File: config.mk
export PLATFORM = sky130hd
export DESIGN_NAME = calendar_date_counter_top
export DESIGN_NICKNAME = d
export VERILOG_FILES = /design/src/rtl/caldate_pkg.sv /design/src/rtl/calendar_date_counter_top.sv /design/src/rtl/caldate_ctrl.sv /design/src/rtl/caldate_dp.sv
export SDC_FILE = /design/constraint.sdc
export NUM_CORES = 1
export LEC_CHECK = 0
export ABC_CLOCK_PERIOD_IN_PS = 12850
export CAP_MARGIN = 5
export CORE_ASPECT_RATIO = 1.75
export CORE_MARGIN = 2
export CORE_UTILIZATION = 55
export DETAILED_ROUTE_END_ITERATION = 10
export DONT_BUFFER_PORTS = 1
export MAX_ROUTING_LAYER = met4
export PLACE_DENSITY = 0.7
export SYNTH_ARGS = -nofsm -noshare
export SYNTH_HDL_FRONTEND = slang
export SYNTH_SLANG_ARGS = --single-unit
File: constraint.sdc
create_clock -name i_clk -period 12.85 [get_ports i_clk]
set_clock_uncertainty 0.15 [all_clocks]
set_input_delay 1.285 -clock i_clk [delete_from_list [all_inputs] [get_ports i_clk]]
set_output_delay 1.285 -clock i_clk [all_outputs]
set_load 0.02 [all_outputs]
File: src/rtl/caldate_pkg.sv
`timescale 1ns / 1ps
// Shared types, constants and calendar functions for the calendar date counter.
// No dependencies; used by caldate_ctrl, caldate_dp and the top level.
package caldate_pkg;

    localparam int unsigned DAY_W   = 5;
    localparam int unsigned MONTH_W = 4;
    localparam int unsigned YEAR_W  = 12;
    localparam int unsigned CNT_W   = 16;

    localparam logic [YEAR_W-1:0]  YEAR_RST  = 12'd1900;
    localparam logic [YEAR_W-1:0]  YEAR_MIN  = 12'd1900;
    localparam logic [YEAR_W-1:0]  YEAR_MAX  = 12'd2100;
    localparam logic [MONTH_W-1:0] MONTH_MIN = 4'd1;
    localparam logic [MONTH_W-1:0] MONTH_MAX = 4'd12;
    localparam logic [DAY_W-1:0]   DAY_MIN   = 5'd1;
    localparam logic [DAY_W-1:0]   DAY_FEB_LEAP = 5'd29;

    // Request kinds
    localparam logic KIND_SET = 1'b0;
    localparam logic KIND_ADV = 1'b1;

    // Month lengths, index 0 unused (reads as 31)
    localparam logic [DAY_W-1:0] MONTH_LEN [16] = '{
        5'd31, 5'd31, 5'd28, 5'd31, 5'd30, 5'd31, 5'd30, 5'd31,
        5'd31, 5'd30, 5'd31, 5'd30, 5'd31, 5'd31, 5'd31, 5'd31
    };

    typedef enum logic [1:0] {
        ST_IDLE,
        ST_RUN,
        ST_FIN
    } t_state;

    typedef enum logic [1:0] {
        OP_NONE,
        OP_SET,
        OP_ADV_START,
        OP_STEP
    } t_op;

    typedef struct packed {
        t_op  op;
        logic load_out;
    } t_cmd;

    typedef struct packed {
        logic start_last;   // incoming advance count is 0 or 1
        logic run_last;     // one day left to step
    } t_status;

    typedef struct packed {
        logic [MONTH_W-1:0] month;
        logic [DAY_W-1:0]   day;
        logic [YEAR_W-1:0]  year;
    } t_date;

    // Multiples of 100 are all multiples of 4, so leap means: low two bits
    // clear and not a century year unless a multiple of 400.
    function automatic logic is_leap(input logic [YEAR_W-1:0] y);
        logic cent;
        logic quad;
        cent = 1'b0;
        quad = 1'b0;
        for (int i = 0; i <= 40; i++) begin
            if (y == YEAR_W'(i * 100)) begin
                cent = 1'b1;
                if ((i % 4) == 0) begin
                    quad = 1'b1;
                end
            end
        end
        return (y[1:0] == 2'b00) && (!cent || quad);
    endfunction

    function automatic logic [DAY_W-1:0] days_in(input logic [MONTH_W-1:0] m,
                                                 input logic [YEAR_W-1:0] y);
        logic [DAY_W-1:0] len;
        len = MONTH_LEN[m];
        if (m == 4'd2 && is_leap(y)) begin
            len = DAY_FEB_LEAP;
        end
        return len;
    endfunction

endpackage

File: src/rtl/calendar_date_counter_top.sv
`timescale 1ns / 1ps
// Top level of the Gregorian calendar date counter.
// Depends on caldate_pkg, caldate_ctrl and caldate_dp.
//
//  channel | valid       | stall       | payload
//  --------+-------------+-------------+------------------------------------------
//  input   | i_in_valid  | o_in_stall  | i_kind, i_new_month, i_new_day,
//          |             |             | i_new_year, i_advance_count
//  output  | o_out_valid | i_out_stall | o_prior_month/day/year,
//          |             |             | o_month_now, o_day_now, o_year_now
//
// A set request is applied in its accept cycle; an advance by N days takes
// one pass through the day step unit per day.
// A new request is accepted the cycle after the previous one finishes.
// Reset (synchronous) loads 1 January 1900 and empties the output register.
// If the output register is still full and stalled at finish, the controller
// holds the result and stalls the input until the register is taken.
module calendar_date_counter_top (
    input  logic                                i_clk,
    input  logic                                i_rst_n,
    input  logic                                i_in_valid,
    output logic                                o_in_stall,
    input  logic                                i_kind,
    input  logic [caldate_pkg::MONTH_W-1:0]     i_new_month,
    input  logic [caldate_pkg::DAY_W-1:0]       i_new_day,
    input  logic [caldate_pkg::YEAR_W-1:0]      i_new_year,
    input  logic [caldate_pkg::CNT_W-1:0]       i_advance_count,
    output logic                                o_out_valid,
    input  logic                                i_out_stall,
    output logic [caldate_pkg::MONTH_W-1:0]     o_prior_month,
    output logic [caldate_pkg::DAY_W-1:0]       o_prior_day,
    output logic [caldate_pkg::YEAR_W-1:0]      o_prior_year,
    output logic [caldate_pkg::MONTH_W-1:0]     o_month_now,
    output logic [caldate_pkg::DAY_W-1:0]       o_day_now,
    output logic [caldate_pkg::YEAR_W-1:0]      o_year_now
);

    caldate_pkg::t_cmd    cmd;
    caldate_pkg::t_status status;

    caldate_ctrl u_ctrl (
        .i_clk       (i_clk),
        .i_rst_n     (i_rst_n),
        .i_in_valid  (i_in_valid),
        .o_in_stall  (o_in_stall),
        .i_kind      (i_kind),
        .o_out_valid (o_out_valid),
        .i_out_stall (i_out_stall),
        .i_status    (status),
        .o_cmd       (cmd)
    );

    caldate_dp u_dp (
        .i_clk           (i_clk),
        .i_rst_n         (i_rst_n),
        .i_new_month     (i_new_month),
        .i_new_day       (i_new_day),
        .i_new_year      (i_new_year),
        .i_advance_count (i_advance_count),
        .i_cmd           (cmd),
        .o_status        (status),
        .o_prior_month   (o_prior_month),
        .o_prior_day     (o_prior_day),
        .o_prior_year    (o_prior_year),
        .o_month_now     (o_month_now),
        .o_day_now       (o_day_now),
        .o_year_now      (o_year_now)
    );

endmodule

File: src/rtl/caldate_ctrl.sv
`timescale 1ns / 1ps
// Controller for the calendar date counter: handshakes, step sequencing,
// output valid. Depends on caldate_pkg.
module caldate_ctrl (
    input  logic                 i_clk,
    input  logic                 i_rst_n,
    input  logic                 i_in_valid,
    output logic                 o_in_stall,
    input  logic                 i_kind,
    output logic                 o_out_valid,
    input  logic                 i_out_stall,
    input  caldate_pkg::t_status i_status,
    output caldate_pkg::t_cmd    o_cmd
);

    caldate_pkg::t_state r_state;
    caldate_pkg::t_state n_state;
    logic                r_out_valid;
    logic                n_out_valid;
    logic                in_acc;
    logic                slot_free;
    logic                finish;

    assign in_acc    = i_in_valid && (r_state == caldate_pkg::ST_IDLE);
    assign slot_free = !r_out_valid || !i_out_stall;

    // Next state
    always_comb begin
        n_state = r_state;
        unique case (r_state)
            caldate_pkg::ST_IDLE: begin
                if (in_acc) begin
                    if (i_kind == caldate_pkg::KIND_ADV && !i_status.start_last) begin
                        n_state = caldate_pkg::ST_RUN;
                    end else if (!slot_free) begin
                        n_state = caldate_pkg::ST_FIN;
                    end
                end
            end
            caldate_pkg::ST_RUN: begin
                if (i_status.run_last) begin
                    n_state = slot_free ? caldate_pkg::ST_IDLE : caldate_pkg::ST_FIN;
                end
            end
            caldate_pkg::ST_FIN: begin
                if (slot_free) begin
                    n_state = caldate_pkg::ST_IDLE;
                end
            end
            default: n_state = caldate_pkg::ST_IDLE;
        endcase
    end

    // Outputs
    always_comb begin
        o_cmd.op = caldate_pkg::OP_NONE;
        finish   = 1'b0;
        unique case (r_state)
            caldate_pkg::ST_IDLE: begin
                if (in_acc) begin
                    if (i_kind == caldate_pkg::KIND_ADV) begin
                        o_cmd.op = caldate_pkg::OP_ADV_START;
                        finish   = i_status.start_last;
                    end else begin
                        o_cmd.op = caldate_pkg::OP_SET;
                        finish   = 1'b1;
                    end
                end
            end
            caldate_pkg::ST_RUN: begin
                o_cmd.op = caldate_pkg::OP_STEP;
                finish   = i_status.run_last;
            end
            caldate_pkg::ST_FIN: begin
                finish = 1'b1;
            end
            default: begin
                o_cmd.op = caldate_pkg::OP_NONE;
                finish   = 1'b0;
            end
        endcase
        o_cmd.load_out = finish && slot_free;
        n_out_valid    = o_cmd.load_out || (r_out_valid && i_out_stall);
        o_in_stall     = (r_state != caldate_pkg::ST_IDLE);
        o_out_valid    = r_out_valid;
    end

    always_ff @(posedge i_clk) begin
        if (!i_rst_n) begin
            r_state     <= caldate_pkg::ST_IDLE;
            r_out_valid <= 1'b0;
        end else begin
            r_state     <= n_state;
            r_out_valid <= n_out_valid;
        end
    end

endmodule

File: src/rtl/caldate_dp.sv
`timescale 1ns / 1ps
// Datapath for the calendar date counter: date register, set validation,
// one-day step unit, day counter and output register. Depends on caldate_pkg.
module caldate_dp (
    input  logic                                i_clk,
    input  logic                                i_rst_n,
    input  logic [caldate_pkg::MONTH_W-1:0]     i_new_month,
    input  logic [caldate_pkg::DAY_W-1:0]       i_new_day,
    input  logic [caldate_pkg::YEAR_W-1:0]      i_new_year,
    input  logic [caldate_pkg::CNT_W-1:0]       i_advance_count,
    input  caldate_pkg::t_cmd                   i_cmd,
    output caldate_pkg::t_status                o_status,
    output logic [caldate_pkg::MONTH_W-1:0]     o_prior_month,
    output logic [caldate_pkg::DAY_W-1:0]       o_prior_day,
    output logic [caldate_pkg::YEAR_W-1:0]      o_prior_year,
    output logic [caldate_pkg::MONTH_W-1:0]     o_month_now,
    output logic [caldate_pkg::DAY_W-1:0]       o_day_now,
    output logic [caldate_pkg::YEAR_W-1:0]      o_year_now
);

    caldate_pkg::t_date              r_date;
    caldate_pkg::t_date              n_date;
    caldate_pkg::t_date              r_prior;
    caldate_pkg::t_date              n_prior;
    caldate_pkg::t_date              r_out_prior;
    caldate_pkg::t_date              r_out_now;
    caldate_pkg::t_date              step_date;
    caldate_pkg::t_date              set_date;
    logic [caldate_pkg::CNT_W-1:0]   r_cnt;
    logic [caldate_pkg::CNT_W-1:0]   n_cnt;
    logic [caldate_pkg::DAY_W-1:0]   set_lim;
    logic                            live_prior;

    // One-day step with month and year rollover; year wraps at its width
    always_comb begin
        step_date = r_date;
        if (r_date.day >= caldate_pkg::days_in(r_date.month, r_date.year)) begin
            step_date.day = caldate_pkg::DAY_MIN;
            if (r_date.month >= caldate_pkg::MONTH_MAX) begin
                step_date.month = caldate_pkg::MONTH_MIN;
                step_date.year  = r_date.year + 1'b1;
            end else begin
                step_date.month = r_date.month + 1'b1;
            end
        end else begin
            step_date.day = r_date.day + 1'b1;
        end
    end

    // Set validation: month, then year, then day against the checked month
    always_comb begin
        set_date.month = (i_new_month >= caldate_pkg::MONTH_MIN &&
                          i_new_month <= caldate_pkg::MONTH_MAX) ?
                         i_new_month : caldate_pkg::MONTH_MIN;
        set_date.year  = (i_new_year >= caldate_pkg::YEAR_MIN &&
                          i_new_year <= caldate_pkg::YEAR_MAX) ?
                         i_new_year : caldate_pkg::YEAR_MIN;
        set_lim        = caldate_pkg::days_in(set_date.month, set_date.year);
        set_date.day   = (i_new_day >= caldate_pkg::DAY_MIN && i_new_day <= set_lim) ?
                         i_new_day : caldate_pkg::DAY_MIN;
    end

    always_comb begin
        n_date     = r_date;
        n_prior    = r_prior;
        n_cnt      = r_cnt;
        live_prior = 1'b0;
        unique case (i_cmd.op)
            caldate_pkg::OP_NONE: begin
                n_date = r_date;
            end
            caldate_pkg::OP_SET: begin
                n_date     = set_date;
                n_prior    = r_date;
                live_prior = 1'b1;
            end
            caldate_pkg::OP_ADV_START: begin
                // first day is stepped in the accept cycle
                if (i_advance_count != '0) begin
                    n_date = step_date;
                end
                n_cnt      = i_advance_count - 1'b1;
                n_prior    = r_date;
                live_prior = 1'b1;
            end
            caldate_pkg::OP_STEP: begin
                n_date = step_date;
                n_cnt  = r_cnt - 1'b1;
            end
            default: n_date = r_date;
        endcase
    end

    assign o_status.start_last = (i_advance_count <= caldate_pkg::CNT_W'(1));
    assign o_status.run_last   = (r_cnt == caldate_pkg::CNT_W'(1));

    always_ff @(posedge i_clk) begin
        if (!i_rst_n) begin
            r_date.day   <= caldate_pkg::DAY_MIN;
            r_date.month <= caldate_pkg::MONTH_MIN;
            r_date.year  <= caldate_pkg::YEAR_RST;
        end else begin
            r_date <= n_date;
        end
    end

    always_ff @(posedge i_clk) begin
        r_prior <= n_prior;
        r_cnt   <= n_cnt;
        if (i_cmd.load_out) begin
            r_out_prior <= live_prior ? r_date : r_prior;
            r_out_now   <= n_date;
        end
    end

    assign o_prior_month = r_out_prior.month;
    assign o_prior_day   = r_out_prior.day;
    assign o_prior_year  = r_out_prior.year;
    assign o_month_now   = r_out_now.month;
    assign o_day_now     = r_out_now.day;
    assign o_year_now    = r_out_now.year;

endmodule

# Word-level counts from Yosys, hierarchy flattened
# Memories as Yosys holds them, arrays and structs flattened.
# Index checks and enable logic that the tools add are counted.
dict set report totals {
  regBits 103
  mem_bits_ro 160
  input_bits 42
  output_inout_bits 44
  elab_cells 292
  n_memories 2
}
dict set report op_classes {
  n_addsub 5
  n_lt_le_gt_ge 11
  eq_ne 92
  mux 134
  bitwise 2
  n_reduce_logical 31
}
# memory depth width read_ports rd_clocked_by_memory_dff wr line_no
set mem_list {}
lappend mem_list {{(no name shown)} 16 5 1 0 0 caldate_pkg.sv:79} ;# len = MONTH_LEN[m];
lappend mem_list {{(no name shown)} 16 5 1 0 0 caldate_pkg.sv:79}
# operator n
set op_table {}
lappend op_table {{$eq A12 B12 Y1 const B} 40}
lappend op_table {{$eq A12 B11 Y1 const B} 20}
lappend op_table {{$eq A12 B10 Y1 const B} 10}
lappend op_table {{$mux W1} 105}
lappend op_table {{$pmux W21 S4} 1}
lappend op_table {{$eq A12 B9 Y1 const B} 6}
lappend op_table {{$mux W21} 2}
lappend op_table {{$mux W5} 8}
lappend op_table {{$mux W12} 3}
lappend op_table {{$pmux W16 S2} 1}
lappend op_table {{$sub A16 B1 Y16 const B} 2}
lappend op_table {{$eq A12 B7 Y1 const B} 2}
lappend op_table {{$eq A12 B8 Y1 const B} 2}
lappend op_table {{$logic_not A12 Y1} 2}
lappend op_table {{$eq A16 B1 Y1 const B} 1}
lappend op_table {{$le A16 B1 Y1 const B} 1}
lappend op_table {{$mux W2} 8}
lappend op_table {{$reduce_bool A16 Y1} 1}
lappend op_table {{$add A12 B1 Y12 const B} 1}
lappend op_table {{$ge A12 B11 Y1 const B} 1}
lappend op_table {{$le A12 B12 Y1 const B} 1}
lappend op_table {{$mux W4} 3}
lappend op_table {{$logic_and A1 B1 Y1} 11}
lappend op_table {{$ge A5 B5 Y1 const B} 2}
lappend op_table {{other kinds (23)} 41}

# Longest topological paths before layout
# Gate-level depths: netlist of the first run.
dict set report depth {
  depth_word 54
  depth_mapped 17
  depth_no_buf 15
}

# Cells and area by module
# A second synthesis of the first run with hierarchy kept.
dict set report unflattened {
  cells_unflattened 625
  hier_area_um2 6242.2
}
# mod instances cells_each area_per_inst_um2 seq_area_each_um2
set by_module_without_submodules {}
lappend by_module_without_submodules {caldate_dp 1 604 6068.3 2792.7}
lappend by_module_without_submodules {caldate_ctrl 1 21 173.9 60.1}

# Worst setup path before layout of the first run
# OpenSTA, ideal clock, no wires.
dict set report synth_path {
  kind {input port to flip-flop}
  from {input port i_advance_count[9] (netlist name)}
  to {register u_dp.r_out_now (netlist bit u_dp.o_day_now[0]), enable pin}
  setup_time_ps 456
  arrival_ps 4588
  t_required_ps 12244
  path_slack_ps 7657
  cell_stages 6
  path_buffers 0
  cell_sequence {or4_4 -> nand4bb_4 -> o21ai_0 -> a21oi_1 -> a21o_1 -> a21oi_1}
}
# element line_no
set synth_rtl {}
lappend synth_rtl {{start: declaration} calendar_date_counter_top.sv:27} ;# input logic [caldate_pkg::CNT_W-1:0] i_advance_count,
lappend synth_rtl {{end signal: assignment} caldate_dp.sv:112} ;# r_out_now <= n_date;
lappend synth_rtl {{end: declaration} caldate_dp.sv:26} ;# caldate_pkg::t_date r_out_now;

==> results.md, run 1 <==
Status:
- The flow ran to the end, and the final reports show no timing, DRC or antenna violations.

Setup path:
- The startpoint of the worst setup timing path is u_dp.r_date[2].
- The kind of launch point of the worst setup path is a flop.
- Data on the critical path is required at its endpoint by ~13 ns.
- The startpoint of the worst-slack reg-to-reg timing path is u_dp.r_date[2].
- Of all nets on the critical path, the largest fanout is 27.
- The largest delay contributor family on the critical path is simple AND/OR/NAND/NOR gates.
- On the worst path, the slowest cell contributes a delay of about 0.90 ns.
- Traced cell by cell, the critical path runs through or4b_1, a2111oi_0, a31oi_1, and4_1, nand3_1, a41oi_1, ha_1, nand2b_1, a21o_1, nand3_1, or4b_1, o211ai_1, nand2_1.
- The instance count on the critical path is 13.
- The worst setup path is captured at a flop.
- Among all stages on the critical path, the largest delay is contributed by sky130_fd_sc_hd__dfxtp_1.
- Data on the critical path arrives at its endpoint at between 4 and 5 ns.
- The class of the most critical setup path is flop to flop.
- The number of cells traversed by the worst register-to-register path is 13.
- The number of buffer and inverter stages on the critical path is 0.

Cells and area:
- The fraction of layout instances using a drive strength above 1 is 11.1%.
- The area growth from synthesis to layout is 6.12%.
- Once layout is complete, the cells apart from fillers number 754.
- 0 antenna diodes ended up in the layout.
- The final net count is a little under 700.
- The fill cell total of the finished layout is between 900 and 1,000.
- Across the whole layout, storage elements account for around 2900 um2.
- For this run, the share of the core covered by cells in the final layout is between 60% and 70%.
- Summing all multi-input logic gate instances after layout gives approximately 3300 um2.

CTS:
- The number of buffers added by the clock tree synthesis step is 9.
- The clock tree buffer depth is 2.
- The clock tree from TritonCTS is yes.
- After clock tree synthesis, the clock-pin slew on the worst setup and hold paths is ~0.080 ns.
- Buffers added to address setup during post-CTS repair amount to 0.
- The H-tree depth is 3.
- The later-pin clock latency in the skew report is approximately 0.36 ns.
- Gates resized during post-CTS repair numbered 0.
- The number of hold buffers added after CTS is 0.
- Clock tree synthesis selected as its root buffer the cell sky130_fd_sc_hd__clkbuf_16.
- The tree built by TritonCTS fans out to 103 sinks.

Detailed routing:
- The total routed wirelength is roughly 17,000 um.
- The total via count in the routed design is just over 5,000.
- In this run the remaining antenna-violating nets after routing total 0.
- The first routing iteration left ~400 violations.
- The number of detailed-routing iterations run before antenna repair is 5.
- The wire length per cell is approximately 23 um.
- After detailed routing, the number of remaining DRC violations is 0.
- The number of vias per cell after detailed routing is about 6.8.

Pwr:
- In this run the power density over the cells is around 130 nW/um2.
- The static leakage power is between 2 and 2.5 nW.
- The final total power is approximately 900 uW.
- IR analysis of the VDD net gives a maximum drop of roughly 97 uV.
- The clock share of power is between 30% and 40%.
- The combinational power share is between 10% and 20%.
- Cell internal power was estimated by the tool at about 610 uW.
- Summed over all nets, the switching power comes to 293 uW.
- The proportion of power drawn by flip-flops and latches is about half.
- The switching part of the total power is 32.4%.

Logic synthesis:
- Synthesis handed over a netlist of ~640 instances.
- The summed instance area of the synthesized netlist is between 6000 and 7000 um2.
- The fraction of post-synthesis cell area in the top cell type by area is a little under two fifths.
- The commonest register cell after synthesis is sky130_fd_sc_hd__edfxtp_1.
- The share of the yosys chip area belonging to registers is a little under half.
- In the synthesized netlist the async set-or-reset flop fraction comes to 0%.
- By area the synthesized netlist is led by sky130_fd_sc_hd__edfxtp_1, sky130_fd_sc_hd__dfxtp_1, sky130_fd_sc_hd__nand2_1.
- The synthesized netlist net count is between 600 and 700.
- Counting distinct cell types in the post-synthesis netlist gives 79.
- The number of flip-flops and latches in the synthesized netlist is 103.
- The dominant cell by count in the synthesized netlist is sky130_fd_sc_hd__edfxtp_1.
- The count of flip-flops with a built-in enable after synthesis is 79.
- Ranked by instance count, the synthesized netlist is headed by sky130_fd_sc_hd__edfxtp_1, sky130_fd_sc_hd__nand2_1, sky130_fd_sc_hd__nor2_1.
- Summed over all instances, the cell type with the most area after synthesis is sky130_fd_sc_hd__edfxtp_1.
- In this run the mean area of a mapped cell was around 9.9 um2.
- The count of synthesis-stage warnings from yosys is 0.

Timing:
- The highest clock rate is 0.217 GHz.
- The number of max-slew violations in the final report was 0.
- Adding up every negative setup slack in the final design gives 0 ns.
- For the pin with the worst max-slew slack, the measured transition is 0.991 ns.
- Setup repair after global routing left no endpoint under its margin.
- Of the available clock period, the critical path in the final layout requires between 30% and 40%.
- The hold violation total from the final report is 0.
- The relative slew slack is between 30% and 40%.
- The post-layout minimum cycle time is 4.61 ns.
- Setup violations remaining at the end of the flow were counted as 0.

Placement:
- The number of instances in the placed design is 738.
- The placer's final routability congestion estimate is approximately 0.91.
- The number of input and output port buffers inserted is 0.
- The estimated wirelength of the detail-placed design is roughly 12,000 um.

Die:
- The number of placement rows is just over 50.
- The total core area is around 11,000 um2.
- The die is 85 um wide.
- The floorplan step defined a die boundary enclosing 12,400 um2.
- The initial standard-cell utilization of the core is between 50 and 60%.
- The number of I/O pins is 86.
- The vertical extent of the die is 146 um.

Hold path:
- The hold path startpoint is u_dp.r_prior[14].
- Counting instances, the worst hold path has a depth of 1.
- In this run the worst hold path is classified as flop to flop.

Global routing:
- Summed over all layers, the global routing overflow is 0.
- The initial antenna violation count is 0.
- The overall global routing resource usage is roughly 29%.
- The first global-routing pass estimated about 27,000 um of wire.
- The number of global-route vias before repair was 5,017.
- The largest net degree at the start of global routing is between 40 and 50.

Run:
- The number of max-cap violations is 0.
## state kept, by name, summed over array words and instances (netlist names)
| register | cells |
|---|---|
| u_ctrl.o_out_valid | 1 |
| u_ctrl.r_state | 2 |
| u_dp.o_day_now | 5 |
| u_dp.o_month_now | 4 |
| u_dp.o_prior_day | 5 |
| u_dp.o_prior_month | 4 |
| u_dp.o_prior_year | 12 |
| u_dp.o_year_now | 12 |
| u_dp.r_cnt | 16 |
| u_dp.r_date | 21 |
| u_dp.r_prior | 21 |
## path summary, 6_finish.rpt
kind / slack, ns / to
setup / recovery: 8.24 / u_dp.o_year_now[9]
hold / removal: 0.40 / u_dp.o_prior_day[2]
setup reg to reg: 8.24 / u_dp.o_year_now[9]
hold reg to reg: 0.40 / u_dp.o_prior_day[2]
## area by class of cell
type,instances,area share (%)
inverters,21,1.18
multi-input cells,479,48.7
flip-flops and latches,103,42.6
repair buffers,3,0.336
well taps,132,2.46
clock inverters,7,1.34
clock buffers,9,3.36
## cell usage in the layout, fill, tap and decap left out, drive strengths merged, types with 4 or more instances in the layout
cell type   n
edfxtp     79
nand2      67
nor2       36
o21ai      30
nand3      28
nor3       26
dfxtp      24
mux2       22
a21oi      21
inv        19
nand2b     18
ha         17
nor4       16
xnor2      14
xor2       12
a31oi      10
nand4      10
o211ai      9
clkbuf      9
o31ai       9
and2        8
clkinv      8
or2         7
nand3b      6
and3        6
or4         6
mux2i       5
o31a        5
o22ai       5
or3         5
a2111oi     5
nor3b       5
or4b        5
nor4b       4
nand4b      4
nor2b       4
o311ai      4
a32oi       4
## through the flow
stage	cell area (um2)	hold WS [ns]	worst slack, ns
after CTS	6700	0.400	8.35
after global routing	6700	0.415	8.00
final	6700	0.398	8.24
after floorplan	6310	0.267	7.66
after global placement	6390	0.378	8.41
after detailed placement	6390	0.378	8.38
## power groups by stage
| stage | sequential, mW | combinational [mW] | clock, mW |
|---|---|---|---|
| 2_1_floorplan | 0.456 | 0.126 | 0 |
| 3_3_place_gp | 0.476 | 0.150 | 0 |
| 3_5_place_dp | 0.477 | 0.152 | 0 |
| 4_1_cts | 0.469 | 0.153 | 0.283 |
| 5_1_grt | 0.475 | 0.168 | 0.296 |
| 6_report | 0.469 | 0.153 | 0.281 |
## metal layers
metal,global-route usage (%),share of wire (%),wire length [um]
met1,30.9,36,6200
met4,16.0,5.9,1010
met3,4.82,4.7,812
met2,48.6,53,9090
met5,-,0,0
## kinds of logic after synthesis
| family | synth area share [%] |
|---|---|
| AOI/OAI and AO/OA | 14.6 |
| xor gates and xnor gates | 3.61 |
| adders and majority gates | 3.37 |
| buffers and inverters | 3.27 |
| DFF | 45.2 |
| muxes | 4.72 |
| and+or+nand+nor | 25.3 |
No activity file was read; power rests on OpenSTA's default activity.
==> run 2, diff against run 1 <==
--- a/config.mk
+++ b/config.mk
@@ -5,7 +5,8 @@
 export SDC_FILE = /design/constraint.sdc
 export NUM_CORES = 1
 export LEC_CHECK = 0
-export ABC_CLOCK_PERIOD_IN_PS = 12850
+export ABC_AREA = 1
+export ABC_CLOCK_PERIOD_IN_PS = 4700
 export CAP_MARGIN = 5
 export CORE_ASPECT_RATIO = 1.75
 export CORE_MARGIN = 2
==> constraint.sdc (replaced) <==
create_clock -name i_clk -period 4.7 [get_ports i_clk]
set_clock_uncertainty 0.15 [all_clocks]
set_input_delay 0.47 -clock i_clk [delete_from_list [all_inputs] [get_ports i_clk]]
set_output_delay 0.47 -clock i_clk [all_outputs]
set_load 0.02 [all_outputs]
==> run 2 against run 1 <==
Effect of this change:
- cell area is 6.9% higher
- worst hold slack worse by 0.37 ns
- sequential cell count stayed put
- largest power group unchanged
==> results.md, run 2 <==
Status:
- Status: finished clean (unchanged).

Hold path:
- The number of stages on the worst hold path is 1 (unchanged).
- The hold path startpoint was i_rst_n (was u_dp.r_prior[14]).
- The class of the worst hold path was primary input to flop (was flop to flop).
- The endpoint of the worst hold path is u_dp.r_date[12] (was u_dp.o_prior_day[2]).

Detailed routing:
- The wire length per cell is 17.2 um (was 22.7 um).
- The total via count in the routed design came to 5,987 (was 5,104).
- The number of design-rule violations left by the first detailed-router iteration is 427 (was 410).
- The total routed wirelength is 18,300 um (was 17,100 um).
- The final routed DRC violation total came to 0 (unchanged).
- The number of detailed-routing iterations run before antenna repair is 6 (was 5).
- The number of routed nets with antenna violations came to 0 (unchanged).
- The number of vias per cell after detailed routing is 5.62 (was 6.77).

Logic synthesis:
- The share of async-settable or async-resettable flops after synthesis came to 0% (unchanged).
- The number of distinct library cells after synthesis is 52 (was 79).
- Most numerous cell types in the synthesized netlist: sky130_fd_sc_hd__nand2_1, sky130_fd_sc_hd__nor2_1, sky130_fd_sc_hd__inv_1 (was sky130_fd_sc_hd__edfxtp_1, sky130_fd_sc_hd__nand2_1, sky130_fd_sc_hd__nor2_1).
- The number of instances in the synthesized netlist is 907 (was 636).
- The mean post-synth cell area came to 7.42 um2 (was 9.93 um2).
- The count of flip-flops with a built-in enable after synthesis is 79 (unchanged).
- The commonest register cell after synthesis was sky130_fd_sc_hd__edfxtp_1 (unchanged).
- The synthesized netlist net count is 966 (was 695).
- Top post-synthesis cells by area: sky130_fd_sc_hd__edfxtp_1, sky130_fd_sc_hd__nand2_1, sky130_fd_sc_hd__dfxtp_1 (was sky130_fd_sc_hd__edfxtp_1, sky130_fd_sc_hd__dfxtp_1, sky130_fd_sc_hd__nand2_1).
- The number of flip-flops and latches in the synthesized netlist is 103 (unchanged).
- The share of the yosys chip area belonging to registers is 42.4% (was 45.2%).
- The fraction of post-synthesis cell area in the top cell type by area is 35.3% (was 37.6%).
- The leading area contributor after synthesis is sky130_fd_sc_hd__edfxtp_1 (unchanged).
- The dominant cell by count in the synthesized netlist was sky130_fd_sc_hd__nand2_1 (was sky130_fd_sc_hd__edfxtp_1).
- The summed instance area of the synthesized netlist is 6730 um2 (was 6310 um2).
- The count of synthesis-stage warnings from yosys is 0 (unchanged).

Placement:
- The estimated wirelength of the detail-placed design came to 14,200 um (was 12,400 um).
- The number of input and output port buffers inserted is 0 (unchanged).
- The placed standard-cell area was 6840 um2 (was 6390 um2).
- The placer's final routability congestion estimate came to 0.967 (was 0.910).

Setup path:
- The worst endpoint required time was 4.64 ns (was 12.80 ns).
- The kind of launch point of the worst setup path is a flop (unchanged).
- The arrival time at the worst endpoint is 3.68 ns (was 4.56 ns).
- The highest net fanout along the worst path is 17 (was 27).
- The class of the most critical setup path was flop to flop (unchanged).
- The startpoint of the worst-slack reg-to-reg timing path is u_dp.r_date[1] (was u_dp.r_date[2]).
- The element type at the critical path end is a flop (unchanged).
- The number of cells traversed by the worst register-to-register path is 25 (was 13).
- The destination of the worst register-to-register timing path is u_dp.o_month_now[0] (was u_dp.o_year_now[9]).
- The slack of the worst reg-to-reg path is 0.96 ns (was 8.24 ns).

Die:
- The die outline area is 13,200 um2 (was 12,400 um2).
- The vertical extent of the die came to 150 um (was 146 um).
- The number of placement rows is 53 (was 51).
- The number of I/O pins is 86 (unchanged).
- The initial standard-cell utilization of the core was 56.0% (was 56.5%).
- The total core area is 12,000 um2 (was 11,200 um2).
- The floorplan die width is 87.6 um (was 85 um).

Timing:
- Unrepaired setup endpoints after global routing: false (unchanged).
- The highest clock rate is 0.267 GHz (was 0.217 GHz).
- The post-layout minimum cycle time came to 3.74 ns (was 4.61 ns).
- The number of setup violations in the final report was 0 (unchanged).
- The hold violation total from the final report is 0 (unchanged).
- The relative slew slack was 32.6% (was 33.0%).
- The pin slew with the least headroom to its limit is 1.01 ns (was 0.991 ns).
- The number of max-slew violations in the final report is 0 (unchanged).
- The worst hold margin is 0.0309 ns (was 0.398 ns).
- The final worst-path cycle share was 79.6% (was 35.9%).
- The total negative slack is 0 ns (unchanged).

Global routing:
- The initial antenna violation count is 0 (unchanged).
- The total congestion overflow is 0 (unchanged).
- The overall global routing resource usage came to 29.7% (was 28.6%).
- The global-route wire length before repair is 29,000 um (was 26,700 um).
- The number of global-route vias before repair was 5,935 (was 5,017).
- The largest net degree at the start of global routing is 54 (was 43).

CTS:
- The count of buffers added by post-CTS timing repair for setup is 0 (unchanged).
- The CTS sink count was 103 (unchanged).
- The number of hold buffers added after CTS is 0 (unchanged).
- The number of buffers added by the clock tree synthesis step is 9 (unchanged).
- The buffer cell driving the clock tree root is sky130_fd_sc_hd__clkbuf_16 (unchanged).
- The later-pin clock latency in the skew report was 0.36 ns (about the same).
- The clock tree buffer depth was 2 (unchanged).
- The clock tree from TritonCTS is yes (unchanged).
- The post-cts sizing count is 0 (unchanged).
- The post-CTS clock slew at the launch and capture registers of the worst setup and hold paths came to 0.08 ns (about the same).
- The H-tree depth was 3 (unchanged).

Cells and area:
- The cell area after layout is 7160 um2 (was 6700 um2).
- The area growth from synthesis to layout is 6.45% (was 6.12%).
- The final net count is 955 (was 676).
- The fraction of layout instances using a drive strength above 1 is 7.99% (was 11.1%).
- The total inserted antenna cells was 0 (unchanged).
- The fill cell total of the finished layout was 1,123 (was 939).
- The total area of multi-input combinational cells is 3280 um2 (was 3270 um2).
- The register area is 2850 um2 (unchanged).
- Commonest non-fill, non-tap cells in the layout: sky130_fd_sc_hd__nand2_1, sky130_fd_sc_hd__nor2_1, sky130_fd_sc_hd__inv_1, sky130_fd_sc_hd__edfxtp_1, sky130_fd_sc_hd__nand3_1 (was sky130_fd_sc_hd__edfxtp_1, sky130_fd_sc_hd__nand2_1, sky130_fd_sc_hd__nor2_1, sky130_fd_sc_hd__nand3_1, sky130_fd_sc_hd__o21ai_0).
- The leading cell type in the layout, fill and taps excluded is sky130_fd_sc_hd__nand2_1 (was sky130_fd_sc_hd__edfxtp_1).
- Largest registers: u_dp.r_date x21, u_dp.r_prior x21, u_dp.r_cnt x16 (unchanged).

Pwr:
- The switching part of the total power was 38.7% (was 32.4%).
- The static leakage power was 3.19 nW (was 2.30 nW).
- The net switching power is 1.17 mW (was 293 uW).
- The combinational power share came to 26.9% (was 17.0%).
- The clock share of power is 25.9% (was 31.1%).
- The proportion of power drawn by flip-flops and latches was 47.2% (was 51.9%).
- The peak supply drop is 294 uV (was 96.7 uV).
- The internal power is 1.85 mW (was 611 uW).
- The power per cell area is 422 nW/um2 (was 135 nW/um2).

Run:
- The number of max-cap violations is 0 (unchanged).
==> run 2: critical path: stages, from the launching register on <==
cell                      delay (ns)
sky130_fd_sc_hd__dfxtp_1        0.38
sky130_fd_sc_hd__inv_1          0.14
sky130_fd_sc_hd__ha_1           0.22
sky130_fd_sc_hd__inv_1          0.09
sky130_fd_sc_hd__nor2_2         0.33
sky130_fd_sc_hd__nand2_1        0.15
sky130_fd_sc_hd__nand3_1        0.11
sky130_fd_sc_hd__nand2_1        0.05
sky130_fd_sc_hd__nand2_1        0.09
sky130_fd_sc_hd__nor2_1         0.06
sky130_fd_sc_hd__nand3_1        0.07
sky130_fd_sc_hd__nand2_1        0.07
sky130_fd_sc_hd__nand2_1        0.06
sky130_fd_sc_hd__nand2_1        0.05
sky130_fd_sc_hd__ha_1           0.26
sky130_fd_sc_hd__inv_1          0.04
sky130_fd_sc_hd__nand2_1        0.04
sky130_fd_sc_hd__nand2_1        0.04
sky130_fd_sc_hd__nand2_1        0.09
sky130_fd_sc_hd__nand2_4        0.18
sky130_fd_sc_hd__inv_2          0.21
sky130_fd_sc_hd__nand3_1        0.09
sky130_fd_sc_hd__o21ai_0        0.16
sky130_fd_sc_hd__o21ai_1        0.08
sky130_fd_sc_hd__o21ai_1        0.11
sky130_fd_sc_hd__inv_1          0.13
==> run 2: metal layers <==
layer  wire, um  GRT usage [%]  up-vias  share of wire, %
met3        948           4.50       55               5.2
met5          0              -        -                 0
met4       1020           16.5        0               5.6
met1       6630           31.1     2760                36
met2       9690           52.1      239                53
li1           -              -     2933                 -
==> run 2: cells by family (layout without fill, tap and decap cells) <==
logic type | count (synthesis) | count (layout) | synth area share, %
simple gates | 501 | 501 | 32.8
compound gates | 119 | 119 | 10.3
xor+xnor | 13 | 13 | 1.69
mux | 4 | 4 | 0.651
fa+ha+maj | 17 | 17 | 3.16
buf+inv | 150 | 144 | 9.02
flops | 103 | 103 | 42.4
==> run 2: power groups by stage <==
stage	Combinational, mW	Clock [mW]	Sequential [mW]
floorplan	0.631	0	1.38
CTS	0.809	0.793	1.43
global route	0.924	0.827	1.45
detailed placement	0.804	0	1.45
finish	0.811	0.782	1.43
global placement	0.795	0	1.44
==> run 2: per-stage QoR <==
| stage | power [mW] | utilization [%] | cells | setup slack (ns) |
|---|---|---|---|---|
| 2_1_floorplan | 2.01 | - | 907 | 0.733 |
| 3_3_place_gp | 2.23 | 57.0 | 1050 | 0.918 |
| 3_5_place_dp | 2.25 | 57.0 | 1050 | 1.03 |
| 4_1_cts | 3.03 | 59.7 | 1066 | 1.00 |
| 5_1_grt | 3.20 | 59.7 | 1066 | 0.549 |
| 6_report | 3.02 | 59.7 | 1066 | 0.958 |
==> run 2: worst max path at each step <==
stage / endpoint / slack (ns) / start
4_1_cts: u_dp.o_month_now[0] / 1.00 / u_dp.r_date[1]
2_1_floorplan: u_dp.o_day_now[0] / 0.73 / i_advance_count[9]
3_5_place_dp: u_dp.o_month_now[0] / 1.03 / u_dp.r_date[1]
6_report: u_dp.o_month_now[0] / 0.96 / u_dp.r_date[1]
5_1_grt: u_dp.o_month_now[0] / 0.55 / u_dp.r_date[1]
3_3_place_gp: u_dp.o_month_now[0] / 0.92 / u_dp.r_date[1]
==> run 2: area by class of cell <==
cell class | instances | share of cell area, %
multi-input cells | 654 | 45.8
flip-flops and latches | 103 | 39.8
clock buffers | 9 | 3.15
well taps | 165 | 2.88
inverters | 125 | 6.69
clock inverters | 7 | 1.31
repair buffers | 3 | 0.315
